File: config.mk
export PLATFORM = sky130hd
export DESIGN_NAME = ordered_list_table_engine
export DESIGN_NICKNAME = d
export VERILOG_FILES = /design/src/rtl/olte_pkg.sv /design/src/rtl/olte_datapath.sv /design/src/rtl/olte_ctrl.sv /design/src/rtl/ordered_list_table_engine.sv
export SDC_FILE = /design/constraint.sdc
export NUM_CORES = 2
export LEC_CHECK = 0
export ABC_AREA = 1
export BUFFER_PORTS_ARGS = -buffer_cell sky130_fd_sc_hd__buf_2
export CAP_MARGIN = 10
export CORE_MARGIN = 2
export CORE_UTILIZATION = 25
export CTS_BUF_LIST = sky130_fd_sc_hd__clkbuf_4 sky130_fd_sc_hd__clkbuf_8 sky130_fd_sc_hd__clkbuf_16
export DETAILED_ROUTE_END_ITERATION = 10
export REMOVE_ABC_BUFFERS = 1
export SYNTH_ARGS = -nofsm -noshare
export SYNTH_HDL_FRONTEND = slang
export SYNTH_SLANG_ARGS = --single-unit
File: constraint.sdc
create_clock -name clk -period 5.75 [get_ports clk]
set_input_delay 0.2875 -clock clk [delete_from_list [all_inputs] [get_ports clk]]
set_output_delay 0.2875 -clock clk [all_outputs]
set_load 0.01 [all_outputs]
File: src/rtl/olte_pkg.sv
`timescale 1ns / 1ps

package olte_pkg;

    typedef struct packed {
        logic [3:0]  action;
        logic [6:0]  index;
        logic [31:0] value;
    } olte_in_t;

    typedef struct packed {
        logic [1:0]  status;
        logic [31:0] read_data;
        logic [6:0]  length;
    } olte_out_t;

    localparam logic [3:0] ACT_PUSH_BACK  = 4'd0;
    localparam logic [3:0] ACT_POP_BACK   = 4'd1;
    localparam logic [3:0] ACT_PUSH_FRONT = 4'd2;
    localparam logic [3:0] ACT_POP_FRONT  = 4'd3;
    localparam logic [3:0] ACT_INSERT     = 4'd4;
    localparam logic [3:0] ACT_ERASE      = 4'd5;
    localparam logic [3:0] ACT_REMOVE     = 4'd6;
    localparam logic [3:0] ACT_FILL       = 4'd7;
    localparam logic [3:0] ACT_CLEAR      = 4'd8;
    localparam logic [3:0] ACT_ASSIGN     = 4'd9;
    localparam logic [3:0] ACT_READ_AT    = 4'd10;
    localparam logic [3:0] ACT_FRONT      = 4'd11;
    localparam logic [3:0] ACT_BACK       = 4'd12;
    localparam logic [3:0] ACT_RESIZE     = 4'd13;

    localparam logic [1:0] ST_OK    = 2'd0;
    localparam logic [1:0] ST_EMPTY = 2'd1;
    localparam logic [1:0] ST_RANGE = 2'd2;
    localparam logic [1:0] ST_FULL  = 2'd3;

    // Datapath walk operations.
    localparam logic [2:0] OP_WRITE  = 3'd0;  // write value over [ptr, end)
    localparam logic [2:0] OP_SHUP   = 3'd1;  // mem[ptr] = mem[ptr-1], ptr down to end
    localparam logic [2:0] OP_SHDN   = 3'd2;  // mem[ptr] = mem[ptr+1], ptr up to end
    localparam logic [2:0] OP_REMOVE = 3'd3;  // compact elements unequal to value
    localparam logic [2:0] OP_READ   = 3'd4;  // read one entry

    typedef struct packed {
        logic       start;
        logic [2:0] op;
    } olte_cmd_t;

    typedef struct packed {
        logic done;
    } olte_sts_t;

endpackage

File: src/rtl/olte_datapath.sv
`timescale 1ns / 1ps

module olte_datapath #(
    parameter int CAPACITY   = 64,
    parameter int ELEM_WIDTH = 32,
    parameter int AW         = 6,
    parameter int LW         = 7
) (
    input  logic                    clk,
    input  logic                    rst_n,
    input  olte_pkg::olte_cmd_t     cmd,
    input  logic [LW-1:0]           first,
    input  logic [LW-1:0]           last,
    input  logic [ELEM_WIDTH-1:0]   wval,
    output olte_pkg::olte_sts_t     sts,
    output logic [ELEM_WIDTH-1:0]   rdata,
    output logic [LW-1:0]           kept
);
    import olte_pkg::*;

    // Walk sub-phases: a read is issued, then the data is used next cycle.
    localparam logic [1:0] P_IDLE = 2'd0;
    localparam logic [1:0] P_RD   = 2'd1;
    localparam logic [1:0] P_WR   = 2'd2;
    localparam logic [1:0] P_FIN  = 2'd3;

    logic [ELEM_WIDTH-1:0] mem [CAPACITY];

    logic [1:0]            phase_reg, phase_next;
    logic [2:0]            op_reg, op_next;
    logic [LW-1:0]         ptr_reg, ptr_next;
    logic [LW-1:0]         end_reg, end_next;
    logic [LW-1:0]         kept_reg, kept_next;
    logic [ELEM_WIDTH-1:0] q_reg;

    logic                  re, we;
    logic [AW-1:0]         raddr, waddr;
    logic [ELEM_WIDTH-1:0] wdata;

    function automatic logic [AW-1:0] ptr_next_dec(input logic [LW-1:0] p);
        logic [LW-1:0] t;
        t = p - 1'b1;
        return t[AW-1:0];
    endfunction

    function automatic logic [AW-1:0] ptr_next_inc(input logic [LW-1:0] p);
        logic [LW-1:0] t;
        t = p + 1'b1;
        return t[AW-1:0];
    endfunction

    always_comb
    begin
        phase_next = phase_reg;
        op_next    = op_reg;
        ptr_next   = ptr_reg;
        end_next   = end_reg;
        kept_next  = kept_reg;
        re         = 1'b0;
        we         = 1'b0;
        raddr      = ptr_reg[AW-1:0];
        waddr      = ptr_reg[AW-1:0];
        wdata      = wval;
        case (phase_reg)
            P_RD:
            begin
                case (op_reg)
                    OP_READ:
                    begin
                        re = 1'b1;
                        phase_next = P_FIN;
                    end
                    OP_SHUP:
                    begin
                        if (ptr_reg == end_reg)
                            phase_next = P_FIN;
                        else
                        begin
                            re = 1'b1;
                            raddr = ptr_next_dec(ptr_reg);
                            phase_next = P_WR;
                        end
                    end
                    OP_SHDN:
                    begin
                        if (ptr_reg + 1'b1 >= end_reg)
                            phase_next = P_FIN;
                        else
                        begin
                            re = 1'b1;
                            raddr = ptr_next_inc(ptr_reg);
                            phase_next = P_WR;
                        end
                    end
                    default:
                    begin
                        if (ptr_reg >= end_reg)
                            phase_next = P_FIN;
                        else
                        begin
                            re = 1'b1;
                            phase_next = P_WR;
                        end
                    end
                endcase
            end
            P_WR:
            begin
                case (op_reg)
                    OP_WRITE:
                    begin
                        if (ptr_reg >= end_reg)
                            phase_next = P_FIN;
                        else
                        begin
                            we = 1'b1;
                            ptr_next = ptr_reg + 1'b1;
                        end
                    end
                    OP_SHUP:
                    begin
                        we = 1'b1;
                        wdata = q_reg;
                        ptr_next = ptr_reg - 1'b1;
                        phase_next = P_RD;
                    end
                    OP_SHDN:
                    begin
                        we = 1'b1;
                        wdata = q_reg;
                        ptr_next = ptr_reg + 1'b1;
                        phase_next = P_RD;
                    end
                    default:
                    begin
                        if (q_reg != wval)
                        begin
                            we = 1'b1;
                            waddr = kept_reg[AW-1:0];
                            wdata = q_reg;
                            kept_next = kept_reg + 1'b1;
                        end
                        ptr_next = ptr_reg + 1'b1;
                        phase_next = P_RD;
                    end
                endcase
            end
            default:
            begin
                // Idle or finishing: a new walk may start in either.
                phase_next = P_IDLE;
                if (cmd.start)
                begin
                    op_next   = cmd.op;
                    ptr_next  = first;
                    end_next  = last;
                    kept_next = '0;
                    phase_next = (cmd.op == OP_WRITE) ? P_WR : P_RD;
                end
            end
        endcase
    end

    always_ff @(posedge clk or negedge rst_n)
    begin
        if (!rst_n)
        begin
            phase_reg <= P_IDLE;
            op_reg    <= OP_READ;
            ptr_reg   <= '0;
            end_reg   <= '0;
            kept_reg  <= '0;
        end
        else
        begin
            phase_reg <= phase_next;
            op_reg    <= op_next;
            ptr_reg   <= ptr_next;
            end_reg   <= end_next;
            kept_reg  <= kept_next;
        end
    end

    always_ff @(posedge clk)
    begin
        if (we)
            mem[waddr] <= wdata;
        if (re)
            q_reg <= mem[raddr];
    end

    assign sts.done = (phase_reg == P_FIN);
    assign rdata    = q_reg;
    assign kept     = kept_reg;

endmodule

File: src/rtl/olte_ctrl.sv
`timescale 1ns / 1ps

module olte_ctrl #(
    parameter int CAPACITY   = 64,
    parameter int ELEM_WIDTH = 32,
    parameter int LW         = 7
) (
    input  logic                  clk,
    input  logic                  rst_n,
    input  logic                  in_valid,
    output logic                  in_ready,
    input  olte_pkg::olte_in_t    in_item,
    output logic                  out_valid,
    input  logic                  out_ready,
    output olte_pkg::olte_out_t   out_item,
    output olte_pkg::olte_cmd_t   cmd,
    output logic [LW-1:0]         first,
    output logic [LW-1:0]         last,
    output logic [ELEM_WIDTH-1:0] wval,
    input  olte_pkg::olte_sts_t   sts,
    input  logic [ELEM_WIDTH-1:0] rdata,
    input  logic [LW-1:0]         kept
);
    import olte_pkg::*;

    localparam logic [2:0] S_IDLE  = 3'd0;
    localparam logic [2:0] S_DECIDE = 3'd1;
    localparam logic [2:0] S_WAIT1 = 3'd2;
    localparam logic [2:0] S_WAIT2 = 3'd3;
    localparam logic [2:0] S_OUT   = 3'd4;

    localparam logic [LW-1:0] CAP = LW'(CAPACITY);

    logic [2:0]            state_reg, state_next;
    logic [LW-1:0]         len_reg, len_next;
    logic [3:0]            act_reg;
    logic [LW-1:0]         idx_reg;
    logic [ELEM_WIDTH-1:0] val_reg;
    logic [1:0]            status_reg, status_next;
    logic                  rdsel_reg, rdsel_next;
    logic                  out_valid_reg, out_valid_next;
    logic [LW-1:0]         second_lo_reg, second_lo_next;
    logic [LW-1:0]         newlen_reg, newlen_next;
    logic                  remove_reg, remove_next;
    logic [ELEM_WIDTH-1:0] rd_reg;
    logic [LW-1:0]         olen_reg;
    logic [1:0]            ostat_reg;

    logic [LW:0]           idx_w;

    always_comb
    begin
        state_next     = state_reg;
        len_next       = len_reg;
        status_next    = status_reg;
        rdsel_next     = rdsel_reg;
        out_valid_next = out_valid_reg;
        second_lo_next = second_lo_reg;
        newlen_next    = newlen_reg;
        remove_next    = remove_reg;
        cmd.start      = 1'b0;
        cmd.op         = OP_READ;
        first          = '0;
        last           = '0;
        idx_w          = {1'b0, idx_reg};
        if (out_valid_reg && out_ready)
            out_valid_next = 1'b0;
        case (state_reg)
            S_IDLE:
            begin
                if (in_valid)
                    state_next = S_DECIDE;
            end
            S_DECIDE:
            begin
                status_next = ST_OK;
                rdsel_next  = 1'b0;
                newlen_next = len_reg;
                remove_next = 1'b0;
                second_lo_next = len_reg;
                state_next  = S_OUT;
                case (act_reg)
                    ACT_PUSH_BACK, ACT_PUSH_FRONT, ACT_INSERT:
                    begin
                        if (act_reg == ACT_INSERT && idx_reg > len_reg)
                            status_next = ST_RANGE;
                        else if (len_reg >= CAP)
                            status_next = ST_FULL;
                        else
                        begin
                            // Shift [pos, len) up by one, then write pos.
                            cmd.start = 1'b1;
                            cmd.op    = OP_SHUP;
                            first     = len_reg;
                            last      = (act_reg == ACT_PUSH_BACK) ? len_reg :
                                        (act_reg == ACT_PUSH_FRONT) ? '0 : idx_reg;
                            second_lo_next = last;
                            newlen_next = len_reg + 1'b1;
                            state_next  = S_WAIT1;
                        end
                    end
                    ACT_POP_BACK:
                    begin
                        if (len_reg == '0)
                            status_next = ST_EMPTY;
                        else
                            newlen_next = len_reg - 1'b1;
                    end
                    ACT_POP_FRONT, ACT_ERASE:
                    begin
                        if (act_reg == ACT_ERASE && idx_reg >= len_reg)
                            status_next = ST_RANGE;
                        else if (len_reg == '0)
                            status_next = ST_EMPTY;
                        else
                        begin
                            cmd.start = 1'b1;
                            cmd.op    = OP_SHDN;
                            first     = (act_reg == ACT_ERASE) ? idx_reg : '0;
                            last      = len_reg;
                            newlen_next = len_reg - 1'b1;
                            state_next  = S_WAIT2;
                        end
                    end
                    ACT_REMOVE:
                    begin
                        cmd.start = 1'b1;
                        cmd.op    = OP_REMOVE;
                        first     = '0;
                        last      = len_reg;
                        remove_next = 1'b1;
                        state_next  = S_WAIT2;
                    end
                    ACT_FILL:
                    begin
                        cmd.start = 1'b1;
                        cmd.op    = OP_WRITE;
                        first     = '0;
                        last      = len_reg;
                        state_next = S_WAIT2;
                    end
                    ACT_CLEAR:
                    begin
                        newlen_next = '0;
                    end
                    ACT_ASSIGN, ACT_RESIZE:
                    begin
                        if (idx_w > (LW+1)'(CAPACITY))
                            status_next = ST_FULL;
                        else
                        begin
                            newlen_next = idx_reg;
                            if (act_reg == ACT_ASSIGN || idx_reg > len_reg)
                            begin
                                cmd.start = 1'b1;
                                cmd.op    = OP_WRITE;
                                first     = (act_reg == ACT_ASSIGN) ? '0 : len_reg;
                                last      = idx_reg;
                                state_next = S_WAIT2;
                            end
                        end
                    end
                    ACT_READ_AT, ACT_FRONT, ACT_BACK:
                    begin
                        if (act_reg == ACT_READ_AT && idx_reg >= len_reg)
                            status_next = ST_RANGE;
                        else if (len_reg == '0)
                            status_next = ST_EMPTY;
                        else
                        begin
                            cmd.start = 1'b1;
                            cmd.op    = OP_READ;
                            first     = (act_reg == ACT_READ_AT) ? idx_reg :
                                        (act_reg == ACT_FRONT) ? '0 : len_reg - 1'b1;
                            rdsel_next = 1'b1;
                            state_next = S_WAIT2;
                        end
                    end
                    default:
                    begin
                    end
                endcase
            end
            S_WAIT1:
            begin
                // Shift done; write the new element at its slot.
                if (sts.done)
                begin
                    cmd.start = 1'b1;
                    cmd.op    = OP_WRITE;
                    first     = second_lo_reg;
                    last      = second_lo_reg + 1'b1;
                    state_next = S_WAIT2;
                end
            end
            S_WAIT2:
            begin
                if (sts.done)
                begin
                    if (remove_reg)
                        newlen_next = kept;
                    state_next = S_OUT;
                end
            end
            default:
            begin
                if (!out_valid_reg || out_ready)
                begin
                    out_valid_next = 1'b1;
                    len_next       = newlen_reg;
                    state_next     = S_IDLE;
                end
            end
        endcase
    end

    always_ff @(posedge clk or negedge rst_n)
    begin
        if (!rst_n)
        begin
            state_reg     <= S_IDLE;
            len_reg       <= '0;
            status_reg    <= ST_OK;
            rdsel_reg     <= 1'b0;
            out_valid_reg <= 1'b0;
            second_lo_reg <= '0;
            newlen_reg    <= '0;
            remove_reg    <= 1'b0;
        end
        else
        begin
            state_reg     <= state_next;
            len_reg       <= len_next;
            status_reg    <= status_next;
            rdsel_reg     <= rdsel_next;
            out_valid_reg <= out_valid_next;
            second_lo_reg <= second_lo_next;
            newlen_reg    <= newlen_next;
            remove_reg    <= remove_next;
        end
    end

    always_ff @(posedge clk)
    begin
        if (in_valid && in_ready)
        begin
            act_reg <= in_item.action;
            idx_reg <= LW'(in_item.index);
            val_reg <= ELEM_WIDTH'(in_item.value);
        end
        if (state_reg == S_OUT && (!out_valid_reg || out_ready))
        begin
            ostat_reg <= status_reg;
            rd_reg    <= rdsel_reg ? rdata : '0;
            olen_reg  <= newlen_reg;
        end
    end

    // Resize grows the list with zeros; every other walk uses the item value.
    assign in_ready           = (state_reg == S_IDLE);
    assign wval               = (act_reg == ACT_RESIZE) ? '0 : val_reg;
    assign out_valid          = out_valid_reg;
    assign out_item.status    = ostat_reg;
    assign out_item.read_data = 32'(rd_reg);
    assign out_item.length    = 7'(olen_reg);

endmodule

File: src/rtl/ordered_list_table_engine.sv
`timescale 1ns / 1ps

// Channel | Signals                         | Transaction
// --------+---------------------------------+-------------------------------
// in      | in_valid, in_ready, in_item     | action, index, value
// out     | out_valid, out_ready, out_item  | status, read_data, length
//
// One transaction is worked at a time. Status-only actions need no memory
// walk; reads use a one-entry walk, and walking actions step through the
// element memory one element at a time.
// Reset (rst_n, asynchronous) clears the length and control; the element
// memory is not cleared. A result waits in its output register while the
// next transaction is accepted.
module ordered_list_table_engine #(
    parameter int CAPACITY   = 64,
    parameter int ELEM_WIDTH = 32
) (
    input  logic                clk,
    input  logic                rst_n,
    input  logic                in_valid,
    output logic                in_ready,
    input  olte_pkg::olte_in_t  in_item,
    output logic                out_valid,
    input  logic                out_ready,
    output olte_pkg::olte_out_t out_item
);
    import olte_pkg::*;

    // Address width of the memory and width of a length (0..CAPACITY).
    localparam int AW = $clog2(CAPACITY);
    localparam int LW = $clog2(CAPACITY + 1);

    olte_cmd_t             cmd;
    olte_sts_t             sts;
    logic [LW-1:0]         first, last, kept;
    logic [ELEM_WIDTH-1:0] wval, rdata;

    olte_ctrl #(
        .CAPACITY  (CAPACITY),
        .ELEM_WIDTH(ELEM_WIDTH),
        .LW        (LW)
    ) u_ctrl (
        .clk      (clk),
        .rst_n    (rst_n),
        .in_valid (in_valid),
        .in_ready (in_ready),
        .in_item  (in_item),
        .out_valid(out_valid),
        .out_ready(out_ready),
        .out_item (out_item),
        .cmd      (cmd),
        .first    (first),
        .last     (last),
        .wval     (wval),
        .sts      (sts),
        .rdata    (rdata),
        .kept     (kept)
    );

    olte_datapath #(
        .CAPACITY  (CAPACITY),
        .ELEM_WIDTH(ELEM_WIDTH),
        .AW        (AW),
        .LW        (LW)
    ) u_dp (
        .clk  (clk),
        .rst_n(rst_n),
        .cmd  (cmd),
        .first(first),
        .last (last),
        .wval (wval),
        .sts  (sts),
        .rdata(rdata),
        .kept (kept)
    );

`ifndef NO_ASSERTIONS
    // A result never reports more elements than the memory holds.
    a_len_cap: assert property (@(posedge clk) disable iff (!rst_n)
        out_valid |-> (out_item.length <= 7'(CAPACITY)))
        else $error("length above capacity");

    // While a walk finishes, cmd.start and $past(cmd.start) are never both high.
    a_no_overlap: assert property (@(posedge clk) disable iff (!rst_n)
        sts.done |-> !(cmd.start && $past(cmd.start)))
        else $error("walk start overlaps");

    // Read data is zero unless the status is ok.
    a_rd_zero: assert property (@(posedge clk) disable iff (!rst_n)
        (out_valid && out_item.status != ST_OK) |-> (out_item.read_data == '0))
        else $error("read data on failed action");
`endif

endmodule

Word level (Yosys, flattened, before mapping):

Memories as Yosys holds them, arrays and structs flattened. A register that Yosys moved wholly into a read port is not among the register bits.
Cells that the tools add are included.

* ROM bits: 0
* logic and storage cells: 214
* bits in writable memories: 2048
* bits in registers: 139
* memories kept: 1
* bits in latches: 0
* input bits: 47
* output and inout port bits: 43

* multipliers: 0
* mux-type cells: 114
* shift operators: 0
* div/mod/pow operators: 0
* bitwise operators: 3
* reductions and logical operators: 32
* order comparisons: 6
* $add $sub $neg: 6
* eq/ne operators: 33

Memory list
* u_dp.mem: words 64, width 32, read ports 1, clocked after memory_dff 1, wr ports 1, line olte_datapath.sv:27 `logic [ELEM_WIDTH-1:0] mem [CAPACITY];`

Operators with widths (count)
* $mux 7: 37
* $mux 32: 3
* $pmux 7 s2: 6
* $pmux 32 s2: 1
* $pmux 7 s4: 2
* $mux 4: 9
* $mux 6: 6
* $pmux 7 s5: 1
* $mux 3: 11
* $ne 32x32->1: 1
* $add 7x1->7 const B: 4
* $eq 4x4->1 const B: 6
* $pmux 4 s6: 1
* $ge 7x7->1: 3
* $mux 1: 19
* $mux 2: 9
* $eq 4x3->1 const B: 4
* $pmux 3 s5: 1
* $sub 7x1->7 const B: 2
* $pmux 3 s4: 1
* $pmux 6 s2: 1
* $pmux 2 s5: 1
* $reduce_or 2->1: 5
* $eq 3x2->1 const B: 3
* 33 further kinds: 57

Logic depth before layout (Yosys ltp):

* depth in word-level cells: 10
* gate-level depth with buffers: 25
* depth with buffers taken out: 22

Modules after synthesis:

From an unflattened synthesis, not the netlist that was laid out.

* cell total of the unflattened synthesis: 9947
* area, all modules: 99915.8 sq um

By module, submodules not included
* olte_datapath: seq. area each 63111.8 sq um, area an instance 93609.8 sq um, cells an instance 9171, instances 1
* olte_ctrl: seq. area each 3248.1 sq um, area an instance 6306.0 sq um, cells an instance 776, instances 1

Worst setup path after synthesis:

No wires, ideal clock.

* path kind: flip-flop to flip-flop
* start: register u_ctrl.act_reg[1]
* end: memory u_dp.mem[0][0] (data pin)
* required time: 5.049 ns
* period minus slack after synthesis: 5.053 ns
* cell stages (with the launch flop): 14
* arrival time: 4.352 ns
* setup slack: 0.697 ns
* setup time: 0.701 ns
* buffers on the path: 1
* cell sequence: edfxtp_1 -> inv_2 -> nand4_4 -> buf_4 -> nand2_1 -> xor2_1 -> nand2_1 -> nor2_1 -> nand2_1 -> nor2_2 -> nand2_4 -> o21ai_2 -> inv_1 -> o21ai_0

* word-level cells in the longest chain between the ends: 6

Ends and longest elaborated chain
* start: declaration: line olte_ctrl.sv:36 `logic [3:0] act_reg;`
* start signal: assignment: line olte_ctrl.sv:247 `act_reg <= in_item.action;`
* $eq 4x4->1 (*): line olte_ctrl.sv:261 `assign wval = (act_reg == ACT_RESIZE) ? '0 : val_reg;`
* $mux 32 (*): line olte_ctrl.sv:261
* $ne 32x32->1: line olte_datapath.sv:136 `if (q_reg != wval)`
* $mux 32: line olte_datapath.sv:136
* $pmux 32 s2: line olte_datapath.sv:109 `case (op_reg)`
* $mux 32 (*): line olte_datapath.sv:64 `case (phase_reg)`
* net u_dp.wdata[0]: line olte_datapath.sv:38 `logic [ELEM_WIDTH-1:0] wdata;`
* end: declaration: line olte_datapath.sv:27

Mark *: on every way through the listed nets, which the timed path passes. The rest lies on a longest branch.

Worst setup path after layout:

* start: register u_dp.ptr_reg[1]
* end: register u_dp.q_reg[9], in the netlist u_dp.rdata[9], read port of u_dp.mem (data pin)

* word-level cells in the longest chain between the ends: 5
* elaborated cells between the ends (all ways): 14
* classes of those cells: 2 x add/sub; 2 x order compare; 1 x eq/ne; 9 x mux

Ends and longest elaborated chain
* start: declaration: line olte_datapath.sv:31 `logic [LW-1:0] ptr_reg, ptr_next;`
* start signal: assignment: line olte_datapath.sv:178 `ptr_reg <= ptr_next;`
* $add 7x1->7: line olte_datapath.sv:86 `if (ptr_reg + 1'b1 >= end_reg)`
* $ge 7x7->1: line olte_datapath.sv:86
* $mux 1 / $mux 6 (equally long branches): line olte_datapath.sv:86
* $pmux 1 s3 / $pmux 6 s2 (equally long branches): line olte_datapath.sv:67 `case (op_reg)`
* $mux 1 / $mux 6 (equally long branches): line olte_datapath.sv:64
* end: declaration: line olte_datapath.sv:34 `logic [ELEM_WIDTH-1:0] q_reg;`

Several ways; a longest one is shown, not always the timed one.
A chain may end at the register's enable or synchronous reset.

==> flow_summary.toml <==
[synthesis]
synth.avg_cell_area_um2 = 10.1
ys_warn_count = 0
ys_ff_latch = 2219
synth-xor-area-share = 0.00343
synth_top_family_by_area = "simple AND/OR/NAND/NOR gates"
synth_flop_cell = "edfxtp_1"
synth_area_leader_cell = "edfxtp_1"
async_reset_ff_frac = 0.0248
synth.top_cell.area_share = 0.653
yosysUniqueCellTypes = 55
synth_area_leaders = "edfxtp_1 65%, nand3_1 11%, nand2_1 8.9%"
synth_fa_ha_area_frac = 0.00402
synth_compound_area_frac = 0.0128
synth_seq_area_share = 0.667
synth-simple-area-share = 0.212
synth-edff-count = 2164
synth_area_um2 = 99500
muxShareOfSynthArea = 0
synth_cells = 9869

[route]
routed_wl_um = 308000
vias = 70600
routed_via_density = 4.57
wl_per_cell_um = 19.9
detail-route-antenna-nets = 0
dr.first_iter.drc_count = 8470
drc_errors = 0
first_pass_iters = 6

[timing]
fmax_mhz = 190
hold_viol_final = 0
setup_viol = 0
skew_ns = 0.0592
drv_slew = 0
finalCritPeriodShare = 0.915
fin_crit_ns = 5.26
rsz0062_at_grt = "false"
max_slew_margin = 0.176
tightest_slew_ns = 1.24

[clocking]
clk_path_buf_depth = 3
cts.clk_slew.worst_paths_ns = 0.06
cts_tree = "yes"
clock_latency_ns = 0.89
numCtsBuffers = 228
h-tree-depth = 4
cts_root_buf = "clkbuf_16"
holdBufCountCts = 46
cts_sinks = 2219
postCtsSetupBuffers = 0
ctsResizeCount = 0

[die]
ios = 90
die_height_um = 635
fp.coreArea_um2 = 396000
rows = 231
start_util = 0.251
chipWidth_um = 635
die-area_um2 = 403000

[power_and_ir_drop]
ir_worst_vdd_mv = 0.337
leakage_nw = 48.0
p_seq_frac = 0.541
combPwrFrac = 0.003
clock_power_share = 0.456
p_int_mw = 25.8
p_per_area_nw_per_um2 = 276
switching_share = 0.200
p_sw_mw = 6.46

[placement]
dpl.hpwl_um = 171000
place_congestion = 0.867
numPortBuffers = 89
place_inst = 15000

[layout]
final_cells = 15400
layout-drive-gt1-share = 0.0862
top_register = "u_dp.mem"
final_util = 0.296
largest_reg_flops = 2048
syn_to_final_growth_pct = 17.7
final_nets = 10100

[global_route]
grt_usage = 0.148
use_met2 = 0.242
grt-ovfl-total = 0
busiest_layer = "met2"
antenna_found_initial = 12
grt_pass1_wl_um = 450000
grt_pass1_vias = 66300
use_met1 = 0.199
met3_usage = 0.0225
grt_max_degree = 121

[worst_setup_path]
cp_cell_sequence = "ha_1 > nand4_1 > nor2_1 > xor2_1 > ha_1 > nand2_1 > inv_1 > a21oi_1 > nand3_1 > nand2_1 > nand2_2 > inv_1 > o21ai_4 > inv_8 > buf_12 > buf_12 > nand3_1 > nand3_1 > nand3_1 > nand3_1 > nand2_1"
worstPathMaxFanout = 37
end_kind = "flip-flop"
cp.required_ns = 6.37
r2r_cells = 21
cp.arrival_ns = 5.88
worstSetupPathType = "reg2reg"
critPathLaunchType = "flip-flop"
cp_slowest_cell = "dfrtp_1"
cpPeakStageDelay_ns = 0.57
reg2reg_slack_ns = 0.49
cpMostUsedCell = "nand3_1"

[outcome]
status = "complete, no violations"

[flow_run]
cap_violations = 0

[hold_path]
worstHoldPathType = "in2async"
## metrics by stage
stage                     setup WS (ns)  TNS (ns)  area, um2  power [mW]  hold slack (ns)
final                             0.490         0     117000        32.3           0.0905
after detailed placement          0.565         0     109000        17.9            0.444
after CTS                         0.542         0     117000        32.4           0.0533
after floorplan                  -10.57   -337.50      97200        17.8         -0.00809
after global routing              0.173         0     117000        33.1           0.0845
after global placement            0.645         0     109000        17.9            0.435
## kinds of logic (layout without fill, tap and decap cells)
kind of cell    count (synthesis)  after routing
compound gates                207            207
xor+xnor                       39             39
fa+ha+maj                      32             32
buf+inv                      2579           2906
flops                        2219           2219
other cells                     0              9
simple gates                 4793           4793
## cells in the final DEF (no fill, tap or decap), types with 13 or more instances in the layout
cell / synthesis / final
nor3_1: 15 / 13
dlygate4sd3_1: 0 / 46
clkinv_2: 0 / 29
clkbuf_4: 0 / 48
ha_1: 32 / 31
buf_2: 219 / 89
edfxtp_1: 2164 / 2164
o22ai_4: 0 / 19
dfrtp_1: 54 / 53
nand2_1: 2348 / 2346
clkbuf_16: 0 / 229
buf_12: 0 / 145
nor2_4: 2 / 67
bufinv_16: 0 / 17
nand3_1: 2205 / 2203
a31oi_1: 16 / 15
nand4_1: 39 / 39
a21oi_1: 34 / 34
clkinv_1: 4 / 77
o21ai_0: 65 / 59
o22ai_1: 39 / 20
inv_1: 2058 / 2056
nor2_1: 141 / 75
buf_4: 25 / 132
xor2_1: 36 / 36
## worst max-delay path, delay by kind of cell (launching register included)
family          cells  cell delay (ns)
xor+xnor            1             0.21
buf+inv             5             1.30
compound gates      2             0.26
simple gates       11             2.08
fa+ha+maj           2             0.56
flops               1             0.57
## final cells by class
type | count | area, um2
Tap cell | 5242 | 6560
Inverter | 2072 | 7790
Clock inverter | 145 | 1330
Multi-Input combinational cell | 5071 | 24200
Sequential cell | 2219 | 66400
Clock buffer | 277 | 6090
Antenna cell | 9 | 22.5
Timing Repair Buffer | 412 | 4800
Fill cell | 40300 | 279000
## path summary, 6_finish.rpt
path | start | to
min in group clk | in_item[30] | u_ctrl.val_reg[30]
setup / recovery | u_dp.ptr_reg[1] | u_dp.rdata[9]
max in group asynchronous | rst_n | u_ctrl.rdsel_reg
hold reg to reg | u_ctrl.status_reg[1] | u_ctrl.ostat_reg[1]
setup reg to reg | u_dp.ptr_reg[1] | u_dp.rdata[9]
hold / removal | rst_n | u_ctrl.len_reg[5]
## Yosys cell counts (all sizes together) (2+ instances only)
master  number
o21ai       76
nand2     2359
nor3        15
buf        321
o211ai       9
a21oi       35
a22oi        4
a21o         2
nor2       148
clkbuf     186
a211oi       4
a31oi       16
dfrtp       54
o31ai        4
o221ai       7
nand3b       8
xor2        36
or2          9
o22ai       39
clkinv       4
xnor2        3
o21a         3
edfxtp    2164
o21bai       3
inv       2068
nand3     2207
ha          32
nand4       44
## metal layers
layer,part of all wire,wire length [um],up-vias
met5,0.000062,19,-
met1,0.41,128000,34300
met2,0.47,144000,3261
met3,0.086,26400,543
met4,0.031,9680,2
li1,-,-,32500
## power by group through the flow
stage                     Clock, mW  Sequential (mW)  Combinational, mW
after global placement            0             17.8             0.0720
final                          14.7             17.5             0.0957
after CTS                      14.9             17.5             0.0977
after floorplan                   0             17.8             0.0270
after detailed placement          0             17.8             0.0718
after global routing           15.5             17.5              0.105
No activity file was read; power rests on OpenSTA's default activity.
